--- src/hdl/dfbt_pkg.sv ---
package dfbt_pkg;

	// Coefficient tables hold up to 64 taps; only the first 17 are non-zero
	localparam int unsigned CoefSlots = 64;
	localparam int unsigned SampleW   = 16;
	// Only the low 14 bits of a filter sum survive the times-4 wrap to 16 bits
	localparam int unsigned AccW      = 14;

	typedef logic signed [SampleW-1:0] sample_t;
	typedef logic [$clog2(CoefSlots)-1:0] coef_idx_t;
	typedef logic [AccW-1:0] acc_t;

	typedef struct packed {
		logic clear;
		logic mul_en;
	} mac_ctrl_t;

	function automatic sample_t lp_coef(coef_idx_t idx);
		sample_t c;
		case (idx)
			6'd0:    c = 16'sd652;
			6'd1:    c = 16'sd659;
			6'd2:    c = 16'sd665;
			6'd3:    c = 16'sd671;
			6'd4:    c = 16'sd675;
			6'd5:    c = 16'sd678;
			6'd6:    c = 16'sd681;
			6'd7:    c = 16'sd682;
			6'd8:    c = 16'sd683;
			6'd9:    c = 16'sd682;
			6'd10:   c = 16'sd681;
			6'd11:   c = 16'sd678;
			6'd12:   c = 16'sd675;
			6'd13:   c = 16'sd671;
			6'd14:   c = 16'sd665;
			6'd15:   c = 16'sd659;
			6'd16:   c = 16'sd652;
			default: c = '0;
		endcase
		return c;
	endfunction

	function automatic sample_t hp_coef(coef_idx_t idx);
		sample_t c;
		case (idx)
			6'd0:    c = -16'sd1130;
			6'd1:    c = -16'sd1439;
			6'd2:    c = -16'sd1738;
			6'd3:    c = -16'sd2015;
			6'd4:    c = -16'sd2258;
			6'd5:    c = -16'sd2458;
			6'd6:    c = -16'sd2608;
			6'd7:    c = -16'sd2700;
			6'd8:    c = 16'sd30038;
			6'd9:    c = -16'sd2700;
			6'd10:   c = -16'sd2608;
			6'd11:   c = -16'sd2458;
			6'd12:   c = -16'sd2258;
			6'd13:   c = -16'sd2015;
			6'd14:   c = -16'sd1738;
			6'd15:   c = -16'sd1439;
			6'd16:   c = -16'sd1129;
			default: c = '0;
		endcase
		return c;
	endfunction

endpackage

--- src/hdl/dfbt_cell.sv ---
module dfbt_cell (
	input  logic             clk,
	input  logic             arst_n,
	input  logic             load,
	input  logic             rotate,
	input  dfbt_pkg::sample_t shift_in,
	input  dfbt_pkg::sample_t rotate_in,
	output dfbt_pkg::sample_t sample
);
	import dfbt_pkg::*;

	sample_t sample_q;

	// load ages the history by one word; rotate walks it past the multipliers
	always_ff @(posedge clk or negedge arst_n) begin
		if (!arst_n) begin
			sample_q <= '0;
		end else if (load) begin
			sample_q <= shift_in;
		end else if (rotate) begin
			sample_q <= rotate_in;
		end
	end

	assign sample = sample_q;

endmodule

--- src/hdl/dfbt_mac.sv ---
module dfbt_mac #(
	parameter bit HIGH = 1'b0
) (
	input  logic                clk,
	input  logic                arst_n,
	input  dfbt_pkg::mac_ctrl_t ctrl,
	input  dfbt_pkg::coef_idx_t idx,
	input  dfbt_pkg::sample_t   sample,
	output dfbt_pkg::acc_t      acc
);
	import dfbt_pkg::*;

	sample_t            coef;
	logic signed [31:0] prod_s1;
	logic               valid_s1;
	acc_t               acc_q;

	assign coef = HIGH ? hp_coef(idx) : lp_coef(idx);

	always_ff @(posedge clk) begin
		if (ctrl.mul_en) begin
			prod_s1 <= sample * coef;
		end
	end

	// bits 28:15 are the floor of product / 2^15, wrapped to the accumulator width
	always_ff @(posedge clk or negedge arst_n) begin
		if (!arst_n) begin
			valid_s1 <= 1'b0;
			acc_q    <= '0;
		end else begin
			valid_s1 <= ctrl.mul_en;
			if (ctrl.clear) begin
				acc_q <= '0;
			end else if (valid_s1) begin
				acc_q <= acc_q + prod_s1[AccW+14:15];
			end
		end
	end

	assign acc = acc_q;

endmodule

--- src/hdl/dual_fir_bass_treble_core.sv ---
// Bass and treble tone block on a mono sample stream.
// Input channel: mono_sample, right_sample and buttons move as one word when
// in_valid is high and in_stall is low. Output channel: left_out, right_out,
// bass_on, treble_on and halted move as one word under out_valid / out_stall.
// Each word, unless halted, pushes the mono sample into a TAPS-deep row of
// history cells; the row then rotates once per cycle past a shared low-pass
// and high-pass MAC pair, one tap per cycle. The word passes through ST_RUN
// for the taps, then ST_DRAIN and ST_DONE, where the result is written to the
// output register, and only then does the input reopen; the tap loop through
// the single MAC pair keeps a new word out until the last one is done.
// Once halted, a word skips the tap loop and is answered with zeros from ST_DONE.
// A finished result sits in the output register; the next word is accepted
// while it waits, but the block will not overwrite it until out_stall drops.
// Reset clears the history to zero, both tone enables, the button edge memory
// and the halt flag; no result is pending after reset.
module dual_fir_bass_treble_core #(
	parameter int unsigned TAPS = 17
) (
	input  logic              clk,
	input  logic              arst_n,
	input  logic              in_valid,
	output logic              in_stall,
	input  dfbt_pkg::sample_t mono_sample,
	input  dfbt_pkg::sample_t right_sample,
	input  logic [1:0]        buttons,
	output logic              out_valid,
	input  logic              out_stall,
	output dfbt_pkg::sample_t left_out,
	output dfbt_pkg::sample_t right_out,
	output logic              bass_on,
	output logic              treble_on,
	output logic              halted
);
	import dfbt_pkg::*;

	localparam int unsigned KW = (TAPS > 1) ? $clog2(TAPS) : 1;
	localparam logic [KW-1:0] LastTap = KW'(TAPS - 1);

	localparam logic [1:0] BtnNone   = 2'd0;
	localparam logic [1:0] BtnBass   = 2'd1;
	localparam logic [1:0] BtnTreble = 2'd2;
	localparam logic [1:0] BtnBoth   = 2'd3;

	typedef enum logic [1:0] {
		ST_IDLE,
		ST_RUN,
		ST_DRAIN,
		ST_DONE
	} state_t;

	state_t    state_q;
	logic [KW-1:0] tap_q;
	logic      bass_en_q;
	logic      treble_en_q;
	logic [1:0] prev_btn_q;
	logic      stopped_q;
	logic      item_bass_q;
	logic      item_treble_q;
	logic      item_halted_q;
	sample_t   item_right_q;
	logic      out_valid_q;
	sample_t   left_q;
	sample_t   right_q;
	logic      bass_out_q;
	logic      treble_out_q;
	logic      halted_q;

	logic      accept;
	logic      load;
	logic      rotate;
	mac_ctrl_t ctrl;
	coef_idx_t idx;
	acc_t      lp_acc;
	acc_t      hp_acc;
	acc_t      tone_sum;
	sample_t   hist [TAPS];

	assign in_stall = (state_q != ST_IDLE);
	assign accept   = in_valid && (state_q == ST_IDLE);
	assign load     = accept && !stopped_q;
	assign rotate   = (state_q == ST_RUN);

	assign ctrl.clear  = load;
	assign ctrl.mul_en = rotate;
	assign idx         = coef_idx_t'(tap_q);

	for (genvar i = 0; i < TAPS; i++) begin : g_cell
		sample_t shift_in;
		if (i == 0) begin : g_head
			assign shift_in = mono_sample;
		end else begin : g_body
			assign shift_in = hist[i-1];
		end
		dfbt_cell u_cell (
			.clk       (clk),
			.arst_n    (arst_n),
			.load      (load),
			.rotate    (rotate),
			.shift_in  (shift_in),
			.rotate_in (hist[(i + 1) % TAPS]),
			.sample    (hist[i])
		);
	end

	dfbt_mac #(.HIGH(1'b0)) u_lp (
		.clk    (clk),
		.arst_n (arst_n),
		.ctrl   (ctrl),
		.idx    (idx),
		.sample (hist[0]),
		.acc    (lp_acc)
	);

	dfbt_mac #(.HIGH(1'b1)) u_hp (
		.clk    (clk),
		.arst_n (arst_n),
		.ctrl   (ctrl),
		.idx    (idx),
		.sample (hist[0]),
		.acc    (hp_acc)
	);

	assign tone_sum = (item_bass_q ? lp_acc : '0) + (item_treble_q ? hp_acc : '0);

	always_ff @(posedge clk or negedge arst_n) begin
		if (!arst_n) begin
			state_q       <= ST_IDLE;
			tap_q         <= '0;
			bass_en_q     <= 1'b0;
			treble_en_q   <= 1'b0;
			prev_btn_q    <= '0;
			stopped_q     <= 1'b0;
			item_bass_q   <= 1'b0;
			item_treble_q <= 1'b0;
			item_halted_q <= 1'b0;
			item_right_q  <= '0;
			out_valid_q   <= 1'b0;
			left_q        <= '0;
			right_q       <= '0;
			bass_out_q    <= 1'b0;
			treble_out_q  <= 1'b0;
			halted_q      <= 1'b0;
		end else begin
			// in ST_DONE the output register is handled below
			if (out_valid_q && !out_stall && state_q != ST_DONE) begin
				out_valid_q <= 1'b0;
			end
			unique case (state_q)
				ST_IDLE: begin
					tap_q <= '0;
					if (accept) begin
						if (stopped_q) begin
							// halted: answer with zeros, leave all state frozen
							item_bass_q   <= 1'b0;
							item_treble_q <= 1'b0;
							item_halted_q <= 1'b1;
							item_right_q  <= '0;
							state_q       <= ST_DONE;
						end else begin
							// the word uses the enables as they stand before its buttons
							item_bass_q   <= bass_en_q;
							item_treble_q <= treble_en_q;
							item_halted_q <= 1'b0;
							item_right_q  <= right_sample;
							if (buttons == BtnBoth) begin
								stopped_q <= 1'b1;
							end else begin
								if (buttons == BtnBass && prev_btn_q == BtnNone) begin
									bass_en_q <= !bass_en_q;
								end
								if (buttons == BtnTreble && prev_btn_q == BtnNone) begin
									treble_en_q <= !treble_en_q;
								end
								prev_btn_q <= buttons;
							end
							state_q <= ST_RUN;
						end
					end
				end
				ST_RUN: begin
					if (tap_q == LastTap) begin
						state_q <= ST_DRAIN;
					end else begin
						tap_q <= tap_q + 1'b1;
					end
				end
				ST_DRAIN: begin
					state_q <= ST_DONE;
				end
				ST_DONE: begin
					// hold until the previous result has been taken
					if (!out_valid_q || !out_stall) begin
						out_valid_q  <= 1'b1;
						left_q       <= {tone_sum, 2'b00};
						right_q      <= item_right_q;
						bass_out_q   <= item_bass_q;
						treble_out_q <= item_treble_q;
						halted_q     <= item_halted_q;
						state_q      <= ST_IDLE;
					end
				end
				default: begin
					state_q <= ST_IDLE;
				end
			endcase
		end
	end

	assign out_valid = out_valid_q;
	assign left_out  = left_q;
	assign right_out = right_q;
	assign bass_on   = bass_out_q;
	assign treble_on = treble_out_q;
	assign halted    = halted_q;

endmodule

--- config.mk ---
export PLATFORM = sky130hd
export DESIGN_NAME = dual_fir_bass_treble_core
export DESIGN_NICKNAME = d
export VERILOG_FILES = /design/src/hdl/dfbt_pkg.sv /design/src/hdl/dfbt_cell.sv /design/src/hdl/dfbt_mac.sv /design/src/hdl/dual_fir_bass_treble_core.sv
export SDC_FILE = /design/constraint.sdc
export NUM_CORES = 2
export LEC_CHECK = 0
export ABC_AREA = 1
export BUFFER_PORTS_ARGS = -buffer_cell sky130_fd_sc_hd__buf_2
export CAP_MARGIN = 20
export CORE_MARGIN = 4
export CORE_UTILIZATION = 70
export CTS_CLUSTER_DIAMETER = 50
export CTS_CLUSTER_SIZE = 16
export DETAILED_ROUTE_END_ITERATION = 6
export GPL_TIMING_DRIVEN = 0
export PLACE_DENSITY_LB_ADDON = 0.15
export SLEW_MARGIN = 30
export SYNTH_ARGS = -nofsm -noshare
export SYNTH_HDL_FRONTEND = slang
export SYNTH_HIERARCHICAL = 1
export SYNTH_SLANG_ARGS = --single-unit
--- constraint.sdc ---
create_clock -name clk -period 10.2 [get_ports clk]
set_input_delay 0 -clock clk [delete_from_list [all_inputs] [get_ports clk]]
set_output_delay 0 -clock clk [all_outputs]
set_load 0.01 [all_outputs]
==> key figures <==
Run status
  • Outcome: complete, but fails checks
  • Failing checks: design-rule violations

Floorplanning
  • DIE WIDTH: 234 um
  • FP Rows: 82
  • Placeable core area: 50300 um2
  • Die area: 54700 um2
  • Starting Density: 71.0%
  • Ports: 75
  • Die Height: 234 um

Clock network
  • TritonCTS clock tree: built
  • Number of CTS-inserted buffers: 31
  • Clock network latency to the later pin of the worst-skew pair: 0.60 ns
  • Clk root buf: clkbuf_16
  • CTS max path bufs: 3
  • H-Tree Depth: 1
  • Post-CTS Hold Buffers: 56
  • CTS Sinks: 395
  • Post-cts resize count: 0
  • Post CTS Setup Buffer Count: 0
  • Worst-path clk slew: 0.08 ns

Global routing
  • Vias in the first global route: 29600
  • First-pass GRT wire length: 152 mm
  • Largest net degree at the start of global routing: 82
  • Gr usage total: 34.7%
  • Initial antenna violation count: 0
  • Final global-route overflow total: 0

Synthesis
  • Yosys warnings: 6
  • Post-Synth Adder-Cell Area: 28.1%
  • Yosys cell types: 53
  • Complex-gate fraction of the synthesized area: 4.32%
  • Main combinational cell family by area after synthesis: adder cells
  • Synth Area in Simple Gates: 27.1%
  • Register area share after synthesis: 28.1%
  • Synthesized flop and latch total: 395
  • XOR/XNOR Fraction of Synth Area: 1.01%
  • Mapped Area: 35700 um2
  • Number of synthesized flops with an enable pin: 28
  • Ys flop type: dfrtp_1
  • Mux contribution to synthesized area: 0%
  • Asr flop ratio synth: 92.9%
  • Post-Syn Area per Cell: 8.15 um2
  • Syn Inst Count: 4377

Setup path
  • CP startpoint: tap_q[0]
  • Crit end category: register
  • Setup CP Type: register to register
  • Delay-heaviest family, CP: adder cells
  • Reg2Reg Depth: 32
  • Largest stage delay on the critical path: 0.71 ns
  • Startpoint Class: register
  • R2r startpoint: tap_q[0]
  • CP required: 10.50 ns
  • Flop2flop setup slack: 2.18 ns
  • Critical-path maximum fanout: 17
  • WP buf/inv: 10
  • Worst r2r dst: u_hp/prod_s1[27]
  • Most common cell on crit path: inv_1
  • Slowest CP cell: dfrtp_1
  • Worst path arrival time: 8.32 ns

Layout
  • Storage cell area: 10000 um2
  • Synth-to-layout area growth: 8.00%
  • Final core utilization: 76.7%
  • Share of cells above drive strength 1: 8.24%
  • # fillers: 3640
  • # diodes: 0
  • Cell area after layout: 38500 um2
  • Layout Cells excl Fill: 5235
  • Area of the multi-input gates: 21600 um2
  • Final net count: 5180

Detailed routing
  • Post-DRT Antenna Nets: 0
  • Initial DRC Count: 2667
  • WL met2: 44.5 mm
  • Drt total wl: 93.5 mm
  • Top routing layer in use: met4
  • Drt pass-1 iters: 7
  • Via/cell ratio: 5.72
  • Wire length per cell: 17.9 um
  • Met3 WL post-DR: 6.97 mm
  • Met1 Wirelength: 37.3 mm
  • Total number of vias: 30000
  • Post-route DRC: 8

STA
  • Slew margin rel.: 32.1%
  • Worst Tran Pin Value: 1.01 ns
  • Final hold vios: 0
  • Total negative slack: 0 ns
  • Final WS setup: 2.18 ns
  • Skew final: 0.0285 ns
  • Post-route clock period utilization: 78.7%
  • Peak Freq: 0.125 GHz
  • Max-slew violation count: 0
  • Unrepaired setup endpoints after global routing: no
  • Final setup fails: 0
  • Final min period: 8.02 ns

Hold path
  • Hold Crit Class: input pin to register
  • Min-delay src: right_sample[3]
  • Hold endpoint: item_right_q[3]
  • Hold path depth: 4

Place
  • Area after DPL: 37100 um2
  • Placed insts: 5132
  • Pre-CTS setup slack: 2.35 ns
  • DP HPWL: 70.5 mm
  • Port buffer count: 72
  • Routability cong.: 0.970

Power
  • Leakage: 20.5 nW
  • PwrDens: 129 nW/um2
  • Max IR drop VDD: 0.000155 V

Flow run
  • Max Cap Viol: 0
==> worst reg2reg max path, delay by kind of cell, from the launching register on <==
family          cells  cell delay [ns]
flops               1             0.71
buf+inv            10             1.54
fa+ha+maj           8             3.78
compound gates      4             0.59
simple gates       10             1.10
==> how the worst max path moves through the flow <==
stage	to	cells after the start
4_1_cts	u_hp/prod_s1[28]	31
6_report	u_hp/prod_s1[27]	32
3_3_place_gp	g_cell[0].u_cell/sample[12]	1
5_1_grt	u_hp/prod_s1[27]	32
2_1_floorplan	u_hp/prod_s1[24]	29
3_5_place_dp	u_hp/prod_s1[28]	31
==> power by group <==
group          total [mW]  internal [mW]  switching [mW]  leakage [nW]
Clock                1.15          0.577           0.570         0.447
Combinational        2.00          0.651            1.34          14.8
Sequential           1.83           1.71           0.118          5.32
==> flip-flops by register name, indices dropped and copies added, names as in the netlist <==
| register | cells |
|---|---|
| halted | 1 |
| right_out | 16 |
| item_treble_q | 1 |
| u_hp/acc | 14 |
| stopped_q | 1 |
| item_halted_q | 1 |
| prev_btn_q | 2 |
| treble_en_q | 1 |
| bass_on | 1 |
| bass_en_q | 1 |
| u_lp/acc | 14 |
| u_lp/prod_s1 | 14 |
| u_lp/valid_s1 | 1 |
| out_valid | 1 |
| item_right_q | 16 |
| left_out | 14 |
| state_q | 2 |
| item_bass_q | 1 |
| u_hp/prod_s1 | 14 |
| u_hp/valid_s1 | 1 |
| treble_on | 1 |
| tap_q | 5 |
| g_cell.u_cell/sample | 272 |
==> per-stage QoR <==
| stage | total power [mW] | hold slack, ns |
|---|---|---|
| floorplan | 3.23 | -0.296 |
| global placement | 3.74 | 0.211 |
| detailed placement | 3.78 | -0.0355 |
| CTS | 4.94 | 0.147 |
| global route | 5.24 | 0.171 |
| finish | 4.97 | 0.152 |
==> cell usage after synthesis, drive strengths merged (6+ instances only) <==
cell type  count  area share, %
o21a           6           0.13
a31oi         10           0.18
o21bai         9           0.19
xnor2         17           0.42
a21oi         86            1.2
o21ai        110            1.6
clkbuf        20           0.21
nand4         12           0.23
inv          766            8.1
a21o          14           0.29
dfrtp        367             26
edfxtp        28            2.4
nor3          21           0.31
ha           247            8.7
xor2          24           0.59
fa           346             19
nand3        636            9.4
nand2       1153             12
buf          120            3.1
nor2         343            4.6
==> cell families (layout without fill, tap and decap cells) <==
| logic type | count (synthesis) | count (layout) |
|---|---|---|
| other cells | 1 | 7 |
| buf+inv | 907 | 1087 |
| flops | 395 | 395 |
| fa+ha+maj | 593 | 593 |
| xor+xnor | 41 | 41 |
| compound gates | 262 | 262 |
| simple gates | 2178 | 2178 |
==> layer usage <==
metal | vias to the layer above | track usage [%]
met5 | - | 0
met4 | 0 | 14.9
met3 | 281 | 5.94
met2 | 1196 | 56.6
met1 | 14500 | 46.5
li1 | 14000 | -
==> final cells by class <==
cell class              instances  share of cell area, %
clock buffers                  38                   2.16
flip-flops and latches        395                   26.0
repair buffers                133                   2.80
multi-input cells            3081                   56.1
clock inverters                 9                  0.175
well taps                     672                   2.18
plain buffers                 140                   3.08
inverters                     767                   7.47
==> cell usage in the layout, fill, tap and decap left out, types with 11 or more instances in the layout <==
cell type,n
a21o_1,14
a21oi_1,85
buf_2,97
buf_4,20
buf_6,74
clkbuf_1,24
clkbuf_16,31
dfrtp_1,367
dlygate4sd3_1,55
edfxtp_1,28
fa_1,346
ha_1,246
inv_1,732
inv_2,34
nand2_1,1128
nand2_2,22
nand3_1,600
nand3_2,36
nand4_1,11
nor2_1,319
nor2_8,19
nor3_1,20
o21ai_0,80
o21ai_1,22
xnor2_1,17
xor2_1,24
Power figures use the tool's default switching activity.
